$ cat src/hdl/wmmd_pkg.sv
`timescale 1ns / 1ps

package wmmd_pkg;

  // default sample storage width
  localparam int SAMPLE_WIDTH_DEF = 16;

  // plot width bound, saturates the configured width
  localparam int MAX_PLOT_WIDTH = 4096;
  localparam logic [11:0] W_CAP = (MAX_PLOT_WIDTH - 1 > 4095) ? 12'd4095 :
                                  12'(MAX_PLOT_WIDTH - 1);

  // depth of the queue between front and back
  localparam int QUEUE_DEPTH = 4;

  // state widths
  localparam int ACC_W = 36;
  localparam int POS_W = 24;
  localparam int COL_W = 12;

  // register indexes
  localparam int CFG_IDX_W = 3;
  localparam logic [CFG_IDX_W-1:0] REG_ADC_BITS      = 3'd0;
  localparam logic [CFG_IDX_W-1:0] REG_VISIBLE_COUNT = 3'd1;
  localparam logic [CFG_IDX_W-1:0] REG_PLOT_WIDTH    = 3'd2;
  localparam logic [CFG_IDX_W-1:0] REG_PLOT_HEIGHT   = 3'd3;
  localparam logic [CFG_IDX_W-1:0] REG_WINDOW_LOW    = 3'd4;
  localparam logic [CFG_IDX_W-1:0] REG_ROW_SCALE     = 3'd5;

  // point kinds
  localparam logic [1:0] KIND_SINGLE = 2'd0;
  localparam logic [1:0] KIND_MAX    = 2'd1;
  localparam logic [1:0] KIND_MIN    = 2'd2;

  typedef struct packed {
    logic [4:0]  adc_bits;
    logic [23:0] visible_count;
    logic [11:0] plot_width;
    logic [11:0] plot_height;
    logic [15:0] window_low;
    logic [31:0] row_scale;
  } cfg_t;

  localparam cfg_t CFG_RESET = '{
    adc_bits:      5'd12,
    visible_count: 24'd1024,
    plot_width:    12'd1024,
    plot_height:   12'd512,
    window_low:    16'd0,
    row_scale:     32'd65536
  };

endpackage

$ cat src/hdl/wmmd_front.sv
`timescale 1ns / 1ps

module wmmd_front import wmmd_pkg::*; #(
  parameter int SW    = SAMPLE_WIDTH_DEF,
  parameter int DEPTH = QUEUE_DEPTH
) (
  input  logic          clk,
  input  logic          rst_n,
  input  logic          in_tvalid,
  output logic          in_tready,
  input  logic [15:0]   in_tdata,   // sample
  input  logic [0:0]    in_tuser,   // frame_start
  input  logic [4:0]    adc_bits,
  input  logic          hold,
  input  logic          pop,
  output logic          q_valid,
  output logic [SW-1:0] q_code,
  output logic          q_frame
);

  localparam int PTR_W = (DEPTH > 1) ? $clog2(DEPTH) : 1;
  localparam int CNT_W = PTR_W + 1;
  localparam logic [4:0] SW_BITS = 5'(SW);

  logic [SW-1:0]    code_mem_r [DEPTH];
  logic             frame_mem_r [DEPTH];
  logic [PTR_W-1:0] wr_ptr_r, rd_ptr_r;
  logic [CNT_W-1:0] count_r;

  logic [4:0]  bits;
  logic [16:0] mask_wide;
  logic [15:0] masked;
  logic        full, push;

  // sample mask from the valid bit count, saturated to the storage width
  assign bits      = (adc_bits > SW_BITS) ? SW_BITS : adc_bits;
  assign mask_wide = (17'd1 << bits) - 17'd1;
  assign masked    = in_tdata & mask_wide[15:0];

  assign full      = (count_r == CNT_W'(DEPTH));
  assign in_tready = !hold && !full;
  assign push      = in_tvalid && in_tready;

  assign q_valid = (count_r != '0);
  assign q_code  = code_mem_r[rd_ptr_r];
  assign q_frame = frame_mem_r[rd_ptr_r];

  // queue storage
  always_ff @(posedge clk) begin
    if (push) begin
      code_mem_r[wr_ptr_r]  <= masked[SW-1:0];
      frame_mem_r[wr_ptr_r] <= in_tuser[0];
    end
  end

  // queue pointers
  always_ff @(posedge clk) begin
    if (!rst_n) begin
      wr_ptr_r <= '0;
      rd_ptr_r <= '0;
      count_r  <= '0;
    end else begin
      if (push) wr_ptr_r <= PTR_W'(wr_ptr_r + 1'b1);
      if (pop)  rd_ptr_r <= PTR_W'(rd_ptr_r + 1'b1);
      if (push && !pop) count_r <= count_r + 1'b1;
      else if (pop && !push) count_r <= count_r - 1'b1;
    end
  end

endmodule

$ cat src/hdl/wmmd_div.sv
`timescale 1ns / 1ps

module wmmd_div import wmmd_pkg::*; (
  input  logic             clk,
  input  logic             rst_n,
  input  logic             start,
  input  logic [ACC_W-1:0] dividend,
  input  logic [POS_W-1:0] divisor,
  output logic             done,
  output logic [ACC_W-1:0] quotient,
  output logic [POS_W-1:0] remainder
);

  localparam int CNT_W = $clog2(ACC_W);
  localparam logic [CNT_W-1:0] LAST = CNT_W'(ACC_W - 1);

  logic [ACC_W-1:0] qr_r;
  logic [POS_W-1:0] rem_r, div_r;
  logic [CNT_W-1:0] cnt_r;
  logic             busy_r, done_r;

  logic [POS_W:0] shifted, diff;
  logic           ge;

  // one restoring step: bring in the next dividend bit, subtract if it fits
  assign shifted = {rem_r, qr_r[ACC_W-1]};
  assign diff    = shifted - {1'b0, div_r};
  assign ge      = (shifted >= {1'b0, div_r});

  always_ff @(posedge clk) begin
    if (start) begin
      qr_r  <= dividend;
      rem_r <= '0;
      div_r <= divisor;
    end else if (busy_r) begin
      qr_r  <= {qr_r[ACC_W-2:0], ge};
      rem_r <= ge ? diff[POS_W-1:0] : shifted[POS_W-1:0];
    end
  end

  // step count and completion flag
  always_ff @(posedge clk) begin
    if (!rst_n) begin
      busy_r <= 1'b0;
      done_r <= 1'b0;
      cnt_r  <= '0;
    end else if (start) begin
      busy_r <= 1'b1;
      done_r <= 1'b0;
      cnt_r  <= '0;
    end else if (busy_r) begin
      cnt_r <= cnt_r + 1'b1;
      if (cnt_r == LAST) begin
        busy_r <= 1'b0;
        done_r <= 1'b1;
      end
    end else begin
      done_r <= 1'b0;
    end
  end

  assign done      = done_r;
  assign quotient  = qr_r;
  assign remainder = rem_r;

endmodule

$ cat src/hdl/wmmd_back.sv
`timescale 1ns / 1ps

module wmmd_back import wmmd_pkg::*; #(
  parameter int SW = SAMPLE_WIDTH_DEF
) (
  input  logic             clk,
  input  logic             rst_n,
  input  cfg_t             cfg,
  input  logic             cfg_wr,
  input  logic             q_valid,
  input  logic [SW-1:0]    q_code,
  input  logic             q_frame,
  output logic             q_pop,
  output logic             busy,
  output logic             ev_valid,
  output logic             ev_two,
  output logic [COL_W-1:0] ev_col,
  output logic [SW-1:0]    ev_code_a,
  output logic [SW-1:0]    ev_code_b,
  input  logic             ev_ready
);

  // recompute sequencer codes
  localparam logic [1:0] SEQ_MUL  = 2'd0;
  localparam logic [1:0] SEQ_DIV1 = 2'd1;
  localparam logic [1:0] SEQ_DIV2 = 2'd2;
  localparam logic [1:0] SEQ_RUN  = 2'd3;

  logic [1:0] seq_r, seq_nxt;

  // frame state
  logic [POS_W-1:0] pos_r, pos_nxt;
  logic [COL_W-1:0] col_idx_r, col_idx_nxt;
  logic [ACC_W-1:0] acc_r, acc_nxt;
  logic [SW-1:0]    min_r, min_nxt, max_r, max_nxt;
  logic             open_r, open_nxt;

  // derived state: acc / (vis-1) and width / (vis-1) as quotient and remainder, pos * width
  logic [COL_W-1:0] quo_r, quo_nxt, qstep_r, qstep_nxt;
  logic [POS_W-1:0] rem_r, rem_nxt, rstep_r, rstep_nxt;
  logic [ACC_W-1:0] prod_r, prod_nxt;

  // event register
  logic             ev_valid_r;
  logic             ev_two_r;
  logic [COL_W-1:0] ev_col_r;
  logic [SW-1:0]    ev_code_a_r, ev_code_b_r;

  logic             emit_c, two_c;
  logic [COL_W-1:0] col_c;
  logic [SW-1:0]    code_a_c, code_b_c;

  logic             slot_free;
  logic [POS_W-1:0] vis_eff, dvs;
  logic [COL_W-1:0] weff;
  logic             single_mode;

  logic [POS_W-1:0] pos_c, rem_c;
  logic [COL_W-1:0] col_idx_c, quo_c;
  logic [ACC_W-1:0] acc_c, prod_c;
  logic             open_c;

  logic [POS_W:0]   rem_sum;
  logic             rem_wrap;
  logic [ACC_W:0]   close_lhs, close_rhs;
  logic             close;
  logic [SW-1:0]    min_new, max_new;

  logic             div_start, div_done;
  logic [ACC_W-1:0] div_dividend, div_quo;
  logic [POS_W-1:0] div_rem;

  // effective register values
  assign vis_eff     = (cfg.visible_count == '0) ? POS_W'(1) : cfg.visible_count;
  assign weff        = (cfg.plot_width == '0) ? COL_W'(1) :
                       (cfg.plot_width > W_CAP) ? W_CAP : cfg.plot_width;
  assign dvs         = vis_eff - 1'b1;
  assign single_mode = (vis_eff <= POS_W'(weff));

  // frame start clears the counters before the sample is handled
  assign pos_c     = q_frame ? '0 : pos_r;
  assign col_idx_c = q_frame ? '0 : col_idx_r;
  assign acc_c     = q_frame ? '0 : acc_r;
  assign open_c    = q_frame ? 1'b0 : open_r;
  assign quo_c     = q_frame ? '0 : quo_r;
  assign rem_c     = q_frame ? '0 : rem_r;
  assign prod_c    = q_frame ? '0 : prod_r;

  // single mode: step the quotient by width / (vis-1) with one carry
  assign rem_sum  = {1'b0, rem_c} + {1'b0, rstep_r};
  assign rem_wrap = (rem_sum >= {1'b0, dvs});

  // binned mode: column closes when acc + vis < (pos + 2) * width
  assign close_lhs = {1'b0, acc_c} + (ACC_W + 1)'(vis_eff);
  assign close_rhs = {1'b0, prod_c} + (ACC_W + 1)'({weff, 1'b0});
  assign close     = (close_lhs < close_rhs);

  // running column extremes
  assign min_new = (!open_c || q_code < min_r) ? q_code : min_r;
  assign max_new = (!open_c || q_code > max_r) ? q_code : max_r;

  assign slot_free = !ev_valid_r || ev_ready;
  assign busy      = (seq_r != SEQ_RUN);
  assign q_pop     = (seq_r == SEQ_RUN) && q_valid && slot_free;

  // shared divider for the recompute pass
  assign div_start    = (seq_r == SEQ_MUL) || ((seq_r == SEQ_DIV1) && div_done);
  assign div_dividend = (seq_r == SEQ_MUL) ? acc_r : ACC_W'(weff);

  wmmd_div u_div (
    .clk       (clk),
    .rst_n     (rst_n),
    .start     (div_start),
    .dividend  (div_dividend),
    .divisor   (dvs),
    .done      (div_done),
    .quotient  (div_quo),
    .remainder (div_rem)
  );

  // next state
  always_comb begin
    seq_nxt     = seq_r;
    pos_nxt     = pos_r;
    col_idx_nxt = col_idx_r;
    acc_nxt     = acc_r;
    min_nxt     = min_r;
    max_nxt     = max_r;
    open_nxt    = open_r;
    quo_nxt     = quo_r;
    rem_nxt     = rem_r;
    prod_nxt    = prod_r;
    qstep_nxt   = qstep_r;
    rstep_nxt   = rstep_r;
    emit_c      = 1'b0;
    two_c       = 1'b0;
    col_c       = '0;
    code_a_c    = q_code;
    code_b_c    = q_code;

    unique case (seq_r)
      SEQ_MUL: begin
        prod_nxt = ACC_W'(pos_r) * ACC_W'(weff);
        seq_nxt  = SEQ_DIV1;
      end
      SEQ_DIV1: begin
        if (div_done) begin
          quo_nxt = div_quo[COL_W-1:0];
          rem_nxt = div_rem;
          seq_nxt = SEQ_DIV2;
        end
      end
      SEQ_DIV2: begin
        if (div_done) begin
          qstep_nxt = div_quo[COL_W-1:0];
          rstep_nxt = div_rem;
          seq_nxt   = SEQ_RUN;
        end
      end
      SEQ_RUN: begin
        if (q_pop) begin
          pos_nxt     = pos_c;
          col_idx_nxt = col_idx_c;
          acc_nxt     = acc_c;
          open_nxt    = open_c;
          quo_nxt     = quo_c;
          rem_nxt     = rem_c;
          prod_nxt    = prod_c;
          if (pos_c < vis_eff) begin
            if (single_mode) begin
              // one point per sample
              emit_c   = 1'b1;
              col_c    = (vis_eff > POS_W'(1)) ? quo_c : '0;
              acc_nxt  = acc_c + ACC_W'(weff);
              pos_nxt  = pos_c + 1'b1;
              prod_nxt = prod_c + ACC_W'(weff);
              quo_nxt  = quo_c + qstep_r + COL_W'(rem_wrap);
              rem_nxt  = rem_wrap ? POS_W'(rem_sum - {1'b0, dvs}) : rem_sum[POS_W-1:0];
            end else if (col_idx_c < weff) begin
              // binned column
              min_nxt  = min_new;
              max_nxt  = max_new;
              open_nxt = 1'b1;
              pos_nxt  = pos_c + 1'b1;
              prod_nxt = prod_c + ACC_W'(weff);
              if (close) begin
                emit_c      = 1'b1;
                two_c       = 1'b1;
                col_c       = col_idx_c;
                code_a_c    = max_new;
                code_b_c    = min_new;
                col_idx_nxt = col_idx_c + 1'b1;
                acc_nxt     = acc_c + ACC_W'(vis_eff);
                open_nxt    = 1'b0;
              end
            end
          end
        end
      end
      default: seq_nxt = SEQ_MUL;
    endcase

    // a register write invalidates the derived state
    if (cfg_wr) seq_nxt = SEQ_MUL;
  end

  always_ff @(posedge clk) begin
    if (!rst_n) begin
      seq_r     <= SEQ_MUL;
      pos_r     <= '0;
      col_idx_r <= '0;
      acc_r     <= '0;
      min_r     <= '0;
      max_r     <= '0;
      open_r    <= 1'b0;
    end else begin
      seq_r     <= seq_nxt;
      pos_r     <= pos_nxt;
      col_idx_r <= col_idx_nxt;
      acc_r     <= acc_nxt;
      min_r     <= min_nxt;
      max_r     <= max_nxt;
      open_r    <= open_nxt;
    end
  end

  // derived state is rebuilt by the sequencer after reset
  always_ff @(posedge clk) begin
    quo_r   <= quo_nxt;
    rem_r   <= rem_nxt;
    prod_r  <= prod_nxt;
    qstep_r <= qstep_nxt;
    rstep_r <= rstep_nxt;
  end

  // event register towards the row mapper
  always_ff @(posedge clk) begin
    if (!rst_n) begin
      ev_valid_r <= 1'b0;
    end else if (slot_free) begin
      ev_valid_r <= emit_c;
    end
  end

  always_ff @(posedge clk) begin
    if (slot_free && emit_c) begin
      ev_two_r    <= two_c;
      ev_col_r    <= col_c;
      ev_code_a_r <= code_a_c;
      ev_code_b_r <= code_b_c;
    end
  end

  assign ev_valid  = ev_valid_r;
  assign ev_two    = ev_two_r;
  assign ev_col    = ev_col_r;
  assign ev_code_a = ev_code_a_r;
  assign ev_code_b = ev_code_b_r;

endmodule

$ cat src/hdl/wmmd_emit.sv
`timescale 1ns / 1ps

module wmmd_emit import wmmd_pkg::*; #(
  parameter int SW = SAMPLE_WIDTH_DEF
) (
  input  logic             clk,
  input  logic             rst_n,
  input  cfg_t             cfg,
  input  logic             ev_valid,
  input  logic             ev_two,
  input  logic [COL_W-1:0] ev_col,
  input  logic [SW-1:0]    ev_code_a,
  input  logic [SW-1:0]    ev_code_b,
  output logic             ev_ready,
  output logic             out_tvalid,
  input  logic             out_tready,
  output logic [23:0]      out_tdata,  // pixel_column, pixel_row
  output logic [1:0]       out_tuser,  // point_kind
  output logic             out_tlast   // run_last
);

  localparam int PROD_W = SW + 32;
  localparam int ROW_W  = SW + 16;

  // multiply stage
  logic             m_v_r, m_two_r;
  logic [COL_W-1:0] m_col_r;
  logic [PROD_W-1:0] m_prod_a_r, m_prod_b_r;

  // output stage
  logic             o_v_r, o_two_r, o_phase_r;
  logic [COL_W-1:0] o_col_r;
  logic [11:0]      o_row_a_r, o_row_b_r;

  logic [15:0]       code_a16, code_b16, diff_a16, diff_b16;
  logic [SW-1:0]     diff_a, diff_b;
  logic [PROD_W-1:0] prod_a, prod_b;
  logic [ROW_W-1:0]  row_a_full, row_b_full, h_ext;
  logic [11:0]       row_a, row_b;
  logic              o_last_word, o_free, m_free;

  // codes at or below the window floor map to row zero
  assign code_a16 = 16'(ev_code_a);
  assign code_b16 = 16'(ev_code_b);
  assign diff_a16 = code_a16 - cfg.window_low;
  assign diff_b16 = code_b16 - cfg.window_low;
  assign diff_a   = (code_a16 > cfg.window_low) ? diff_a16[SW-1:0] : '0;
  assign diff_b   = (code_b16 > cfg.window_low) ? diff_b16[SW-1:0] : '0;
  assign prod_a   = PROD_W'(diff_a) * PROD_W'(cfg.row_scale);
  assign prod_b   = PROD_W'(diff_b) * PROD_W'(cfg.row_scale);

  // drop the fraction and clamp to the plot height
  assign h_ext      = ROW_W'(cfg.plot_height);
  assign row_a_full = m_prod_a_r[PROD_W-1:16];
  assign row_b_full = m_prod_b_r[PROD_W-1:16];
  assign row_a      = (row_a_full > h_ext) ? cfg.plot_height : row_a_full[11:0];
  assign row_b      = (row_b_full > h_ext) ? cfg.plot_height : row_b_full[11:0];

  // stage handshakes
  assign o_last_word = !o_two_r || o_phase_r;
  assign o_free      = !o_v_r || (out_tready && o_last_word);
  assign m_free      = !m_v_r || o_free;
  assign ev_ready    = m_free;

  always_ff @(posedge clk) begin
    if (!rst_n) begin
      m_v_r     <= 1'b0;
      o_v_r     <= 1'b0;
      o_phase_r <= 1'b0;
    end else begin
      if (m_free) m_v_r <= ev_valid;
      if (o_free) begin
        o_v_r     <= m_v_r;
        o_phase_r <= 1'b0;
      end else if (out_tready) begin
        // max word taken, the min word follows
        o_phase_r <= 1'b1;
      end
    end
  end

  always_ff @(posedge clk) begin
    if (m_free && ev_valid) begin
      m_two_r    <= ev_two;
      m_col_r    <= ev_col;
      m_prod_a_r <= prod_a;
      m_prod_b_r <= prod_b;
    end
    if (o_free && m_v_r) begin
      o_two_r   <= m_two_r;
      o_col_r   <= m_col_r;
      o_row_a_r <= row_a;
      o_row_b_r <= row_b;
    end
  end

  assign out_tvalid = o_v_r;
  assign out_tdata  = {(o_phase_r ? o_row_b_r : o_row_a_r), o_col_r};
  assign out_tuser  = !o_two_r ? KIND_SINGLE : (o_phase_r ? KIND_MIN : KIND_MAX);
  assign out_tlast  = o_last_word;

endmodule

$ cat src/hdl/waveform_min_max_decimator_unit.sv
`timescale 1ns / 1ps
// a sample's points pass the queue, event register, multiply stage and output stage
// throughput: one sample word per cycle unless held by a full queue or a recompute;
//   two-word closing columns on consecutive samples let the output port set the pace
// reset: synchronous, active low; registers take their reset values and counters clear
// after reset and after every register write a recompute pass (one multiply,
//   two 36-step divisions on the shared serial divider) holds in_tready low

module waveform_min_max_decimator_unit import wmmd_pkg::*; #(
  parameter int SAMPLE_WIDTH = SAMPLE_WIDTH_DEF
) (
  input  logic                 clk,
  input  logic                 rst_n,
  input  logic                 in_tvalid,
  output logic                 in_tready,
  input  logic [15:0]          in_tdata,   // sample
  input  logic [0:0]           in_tuser,   // frame_start
  output logic                 out_tvalid,
  input  logic                 out_tready,
  output logic [23:0]          out_tdata,  // pixel_column, pixel_row
  output logic [1:0]           out_tuser,  // point_kind
  output logic                 out_tlast,  // run_last
  input  logic                 cfg_valid,
  output logic                 cfg_ready,
  input  logic [CFG_IDX_W-1:0] cfg_index,
  input  logic [31:0]          cfg_data
);

  cfg_t cfg_r;
  logic cfg_wr;

  logic                    hold, pop, q_valid, q_frame;
  logic [SAMPLE_WIDTH-1:0] q_code;

  logic                    ev_valid, ev_two, ev_ready;
  logic [COL_W-1:0]        ev_col;
  logic [SAMPLE_WIDTH-1:0] ev_code_a, ev_code_b;

  assign cfg_ready = 1'b1;
  assign cfg_wr    = cfg_valid && cfg_ready;

  // configuration registers
  always_ff @(posedge clk) begin
    if (!rst_n) begin
      cfg_r <= CFG_RESET;
    end else if (cfg_wr) begin
      unique case (cfg_index)
        REG_ADC_BITS:      cfg_r.adc_bits      <= cfg_data[4:0];
        REG_VISIBLE_COUNT: cfg_r.visible_count <= cfg_data[23:0];
        REG_PLOT_WIDTH:    cfg_r.plot_width    <= cfg_data[11:0];
        REG_PLOT_HEIGHT:   cfg_r.plot_height   <= cfg_data[11:0];
        REG_WINDOW_LOW:    cfg_r.window_low    <= cfg_data[15:0];
        REG_ROW_SCALE:     cfg_r.row_scale     <= cfg_data;
        default: ;
      endcase
    end
  end

  wmmd_front #(
    .SW    (SAMPLE_WIDTH),
    .DEPTH (QUEUE_DEPTH)
  ) u_front (
    .clk       (clk),
    .rst_n     (rst_n),
    .in_tvalid (in_tvalid),
    .in_tready (in_tready),
    .in_tdata  (in_tdata),
    .in_tuser  (in_tuser),
    .adc_bits  (cfg_r.adc_bits),
    .hold      (hold),
    .pop       (pop),
    .q_valid   (q_valid),
    .q_code    (q_code),
    .q_frame   (q_frame)
  );

  wmmd_back #(
    .SW (SAMPLE_WIDTH)
  ) u_back (
    .clk       (clk),
    .rst_n     (rst_n),
    .cfg       (cfg_r),
    .cfg_wr    (cfg_wr),
    .q_valid   (q_valid),
    .q_code    (q_code),
    .q_frame   (q_frame),
    .q_pop     (pop),
    .busy      (hold),
    .ev_valid  (ev_valid),
    .ev_two    (ev_two),
    .ev_col    (ev_col),
    .ev_code_a (ev_code_a),
    .ev_code_b (ev_code_b),
    .ev_ready  (ev_ready)
  );

  wmmd_emit #(
    .SW (SAMPLE_WIDTH)
  ) u_emit (
    .clk        (clk),
    .rst_n      (rst_n),
    .cfg        (cfg_r),
    .ev_valid   (ev_valid),
    .ev_two     (ev_two),
    .ev_col     (ev_col),
    .ev_code_a  (ev_code_a),
    .ev_code_b  (ev_code_b),
    .ev_ready   (ev_ready),
    .out_tvalid (out_tvalid),
    .out_tready (out_tready),
    .out_tdata  (out_tdata),
    .out_tuser  (out_tuser),
    .out_tlast  (out_tlast)
  );

endmodule

$ cat config.mk
export PLATFORM = sky130hd
export DESIGN_NAME = waveform_min_max_decimator_unit
export DESIGN_NICKNAME = d
export VERILOG_FILES = /design/src/hdl/wmmd_pkg.sv /design/src/hdl/wmmd_front.sv /design/src/hdl/wmmd_div.sv /design/src/hdl/wmmd_back.sv /design/src/hdl/wmmd_emit.sv /design/src/hdl/waveform_min_max_decimator_unit.sv
export SDC_FILE = /design/constraint.sdc
export NUM_CORES = 2
export LEC_CHECK = 0
export BUFFER_PORTS_ARGS = -buffer_cell sky130_fd_sc_hd__buf_2
export CORE_MARGIN = 2
export CORE_UTILIZATION = 40
export DETAILED_ROUTE_END_ITERATION = 10
export SLEW_MARGIN = 10
export SYNTH_ARGS = -nofsm -noshare
export SYNTH_HDL_FRONTEND = slang
export SYNTH_HIERARCHICAL = 1
export SYNTH_SLANG_ARGS = --single-unit
$ cat constraint.sdc
create_clock -name clk -period 12.1 [get_ports clk]
set_input_delay 2.42 -clock clk [delete_from_list [all_inputs] [get_ports clk]]
set_output_delay 2.42 -clock clk [all_outputs]
set_load 0.05 [all_outputs]
---- After elaboration in Yosys (flattened, before gate mapping) ----
Memory sizes are Yosys's and may differ from the RTL's. A register that Yosys moved wholly into a read port is not among the register bits.
Index checks and enable logic that the tools add are counted.
W data, S select, Z words.
operators by class
  bitwise gates (word level) .............. 7
  shift operators ......................... 1
  add/subtract/negate cells ............... 21
  equal/unequal tests ..................... 14
  reductions and logical operators ........ 55
  $lt $le $gt $ge ......................... 15
  multiply operators ...................... 3
  multiplexer cells ....................... 91
operators by type and width
  cell                     count
  $mux W36                 13
  $mux W24                 12
  $mux W16                 16
  $mux W12                 19
  $mul A16 B32 Y48         2
  $add A36 B12 Y36         2
  $pmux W36 S2             1
  $gt A32 B12 Y1           2
  $ge A25 B24 Y1           2
  $gt A16 B16 Y1           3
  $pmux W24 S2             1
  $sub A24 B24 Y24         2
  $add A36 B13 Y37         1
  $add A36 B24 Y37         1
  $lt A37 B37 Y1           1
  $add A36 B24 Y36         1
  $mul A24 B12 Y36         1
  $sub A16 B16 Y16         2
  $add A24 B24 Y25         1
  $add A24 B1 Y24 const B  1
  $gt A24 B1 Y1 const B    1
  $le A24 B12 Y1           1
  $logic_not A24 Y1        1
  $lt A24 B24 Y1           1
  other kinds (43)         119
word-level totals
  RAM bits ................................ 68
  output and inout bits ................... 30
  memories ................................ 2
  logic and storage cells ................. 252
  input bits .............................. 57
  register bits ........................... 610
memories
  memory               depth  bits a word  read ports  clocked after memory_dff  wr ports  RTL line          text
  u_front.code_mem_r   4      16           1           1                         1         wmmd_front.sv:25  logic [SW-1:0] code_mem_r [DEPTH];
  u_front.frame_mem_r  4      1            1           1                         1         wmmd_front.sv:26  logic frame_mem_r [DEPTH];

---- Logic depth before layout (Yosys ltp) ----
  depth after elaboration ................. 12
  depth in mapped cells ................... 37
  depth with buffers taken out ............ 34

---- By module ----
Netlist, hierarchy kept.
by module, submodules not included
  module                           cells an instance  instances  seq. area each (µm²)  area an instance (µm²)
  wmmd_emit                        4250               1          3483.3                38534.5
  wmmd_back                        3815               1          6756.5                31824.3
  wmmd_div                         470                1          2442.3                5042.3
  waveform_min_max_decimator_unit  374                1          2021.9                3848.7
  wmmd_front                       196                1          2222.1                3286.9

---- Worst setup path after synthesis ----
OpenSTA, ideal clock, no wires.
  kind .................................... register -> register
  start ................................... register with a tool-made name
  end ..................................... register u_back.quo_r[10] (data pin)
  data arrival time ....................... 7.968 ns
  setup time .............................. 0.259 ns
  path buffers ............................ 6
  cell stages (with the launch flop) ...... 36
  slack ................................... 3.873 ns
  cells stage by stage .................... dfxtp_1 -> buf_2 -> mux4_2 -> clkbuf_1 -> clkbuf_1 -> clkbuf_1 -> clkbuf_1 -> clkbuf_1 -> nor2b_1 -> ha_1 -> a21oi_1 -> o211ai_1 -> or3b_2 -> o21a_1 -> o21ai_0 -> xnor2_1 -> ha_1 -> nand4_1 -> nor4_1 -> nand3_1 -> a21oi_1 -> o211ai_1 -> a21bo_2 -> nand2_1 -> clkinv_1 -> fa_1 -> fa_1 -> nor2b_1 -> o21ai_0 -> a21boi_0 -> o21ai_0 -> a21oi_1 -> o21ai_0 -> mux2i_1 -> a21oi_1 -> a211o_1
RTL lines
  what                    RTL line          text
  end signal: assignment  wmmd_back.sv:229  quo_r <= quo_nxt;
  end: declaration        wmmd_back.sv:39   logic [COL_W-1:0] quo_r, quo_nxt, qstep_r, qstep_nxt;

==> results.sh <==
export IMPL_p_per_area_nw_per_um2=71.5
export IMPL_cts_htree_levels=3
export IMPL_criticalPathCategory="reg2reg"
export IMPL_critPathCaptureType="flip-flop"
export IMPL_grt_use_total=0.238
export IMPL_status="finished, final reports clean"
export IMPL_drv_cap=0
export IMPL_fin_crit_sh=0.849
export IMPL_muxShareOfSynthArea=0.0435
export IMPL_clock_sinks=648
export IMPL_crit_buf_inv=3
export IMPL_fin_nets=10600
export IMPL_ant_nets=0
export IMPL_synth_seq_cells=648
export IMPL_dieArea_um2=210000
export IMPL_critPathTopFamily="compound AO/OA/AOI/OAI gates"
export IMPL_dieHeight_um=458
export IMPL_core_area_um2=205000
export IMPL_post_route_util=0.430
export IMPL_clk_pin_slew_ns=0.06
export IMPL_async_reset_ff_frac=0
export IMPL_synth_seq_area_share=0.205
export IMPL_dp_hpwl_um=188000
export IMPL_fin_skew_ns=0.0395
export IMPL_ctsHoldBuffers=0
export IMPL_setup_viol=0
export IMPL_busiest_layer="met2"
export IMPL_ios=87
export IMPL_gp_congestion=0.959
export IMPL_min_delay_path_class="reg2reg"
export IMPL_drive_gt1_frac=0.0643
export IMPL_synth_flop_cell="edfxtp_1"
export IMPL_grt_overflow_total=0
export IMPL_yosys_warnings=6
export IMPL_yosys_area_share_simple=0.180
export IMPL_synth_cell_types=114
export IMPL_wl_per_cell_um=21.4
export IMPL_cts_root_buf="clkbuf_16"
export IMPL_grt_max_degree=95
export IMPL_globalRouteMet3Util=0.0319
export IMPL_post_cts_setup_buffers=0
export IMPL_drc=0
export IMPL_avgSynthCellArea_um2=9.06
export IMPL_gr_usage_met1=0.307
export IMPL_drv_slew=0
export IMPL_start_util=0.403
export IMPL_numCtsBuffers=75
export IMPL_via_count=64600
export IMPL_synth_top_family_by_area="adder cells"
export IMPL_fin_crit_ns=10.27
export IMPL_worstSetupStartpointType="flip-flop"
export IMPL_worstPathArrival_ns=10.73
export IMPL_worst_pin_slew_ns=1.25
export IMPL_synth_nets=10900
export IMPL_grtUsageMet2=0.403
export IMPL_cts_tree="done"
export IMPL_crit_top_cell="o21ai_0"
export IMPL_synth_enable_flop_cells=395
export IMPL_slowest_stage="mux4_4"
export IMPL_cts_max_path_buffers=3
export IMPL_synth_xor_area_frac=0.0320
export IMPL_timing_setup_tns_ns=0
export IMPL_finalWirelength_um=249000
export IMPL_max_freq_ghz=0.0973
export IMPL_worstSkewPairLatency_ns=0.70
export IMPL_grt_antenna_before_repair=5
export IMPL_drtIter0Drc=4823
export IMPL_rsz0062_at_grt="no"
export IMPL_area_growth_syn_to_layout_pct=6.59
export IMPL_relSlewSlack=0.165
export IMPL_cts_repair_resize_count=0
export IMPL_dr_pass1_iters=6
export IMPL_netlist_area_um2=82500
export IMPL_cp_required_ns=12.55
export IMPL_netlist_instances=9105
export IMPL_cpPeakStageDelay_ns=0.92
export IMPL_critPathMaxFanout=46
export IMPL_synth_adder_area_share=0.355
export IMPL_ir_drop_uv=97.2
export IMPL_grt_pass1_wl_um=392000
export IMPL_power_leakage_nw=39.5
export IMPL_row_count=166
export IMPL_io_buffers=85
export IMPL_die_w_um=458
export IMPL_grt_pass1_vias=67400
export IMPL_synth_compound_area_share=0.0974
export IMPL_hold_viol=0
export IMPL_vias_per_cell=5.56
-- registers in the layout, indices dropped and copies added (netlist names), 24 cells and up, named ones only --
signal / count
u_back/rstep_r: 24
u_back/u_div/remainder: 24
u_back/acc_r: 36
u_front/code_mem_r: 64
u_emit/m_prod_a_r: 32
cfg_r: 101
u_back/u_div/div_r: 24
u_back/u_div/quotient: 36
u_back/rem_r: 24
u_back/prod_r: 36
u_emit/m_prod_b_r: 32
u_back/pos_r: 24
-- cell usage after synthesis (159+ instances only) --
master / number / share of area
a21oi_1: 350 / 0.021
and2_1: 411 / 0.031
clkbuf_1: 441 / 0.020
dfxtp_1: 253 / 0.061
edfxtp_1: 395 / 0.14
fa_1: 1066 / 0.26
ha_1: 636 / 0.096
inv_1: 1356 / 0.062
mux2i_1: 194 / 0.024
nand2_1: 1168 / 0.053
nand3_1: 252 / 0.015
nor2_1: 405 / 0.018
nor2b_1: 184 / 0.014
nor3_1: 159 / 0.0096
o21ai_0: 223 / 0.014
xnor2_1: 196 / 0.021
-- power by group --
part | internal (mW) | switching [mW] | leakage [nW]
combinational | 0.465 | 0.900 | 32.4
clock | 1.40 | 1.06 | 1.26
sequential | 2.42 | 0.0509 | 5.80
total | 4.28 | 2.01 | 39.5
-- cell families (layout without fill, tap and decap cells) --
| kind of cell | after synthesis | in the layout |
|---|---|---|
| flops | 648 | 648 |
| xor+xnor | 302 | 302 |
| mux | 323 | 323 |
| fa+ha+maj | 1702 | 1702 |
| compound gates | 1222 | 1222 |
| buf+inv | 1872 | 1694 |
| simple gates | 3035 | 3035 |
| other cells | 1 | 2 |
-- cell type report --
cell class	count	area, um^2
multi-input combinational	6585	58700
clock buffer	93	2050
fill	20000	117000
clock inverter	46	554
sequential	648	16900
timing repair buffer	196	1260
tap	2688	3360
antenna	1	2.50
inverter	1359	5100
-- routing by layer --
layer	wire (um)	vias up
li1	-	29400
met1	103000	32600
met2	120000	2155
met3	15000	459
met4	10400	4
met5	28	-
-- layout by cell type, fill, tap and decap left out, drive strengths merged, types with 112 or more instances in the layout --
cell type and count:
a21o 134, a21oi 353, and2 411, buf 196
dfxtp 253, edfxtp 395, fa 1066, ha 636
inv 1367, mux2 112, mux2i 194, nand2 1168
nand3 253, nor2 406, nor2b 184, nor3 163
o21ai 242, xnor2 196
-- worst paths after layout --
check | startpoint | to | slack, ns | cells after the start
setup / recovery | flip-flop | u_back/quo_r[10]$_DFFE_PP_ | 1.83 | 32
setup reg to reg | flip-flop | u_back/quo_r[10]$_DFFE_PP_ | 1.83 | 32
hold / removal | u_emit/m_col_r[3]$_DFFE_PP_ | u_emit/o_col_r[3]$_DFFE_PP_ | 0.42 | 0
hold reg to reg | u_emit/m_col_r[3]$_DFFE_PP_ | u_emit/o_col_r[3]$_DFFE_PP_ | 0.42 | 0
-- metrics by stage --
stage               cell area [um^2]  total power, mW  worst slack [ns]  std cells  hold slack (ns)
finish                         88000             6.29              1.83      11600            0.416
CTS                            88000             6.33              1.95      11600            0.418
detailed placement             85400             3.85              2.01      11500            0.405
global route                   88000             6.55              1.16      11600            0.425
floorplan                      82500             3.43              3.87       9105            0.400
global placement               85400             3.84              1.93      11500            0.404
Note: power is estimated with default switching activity, not from simulation.
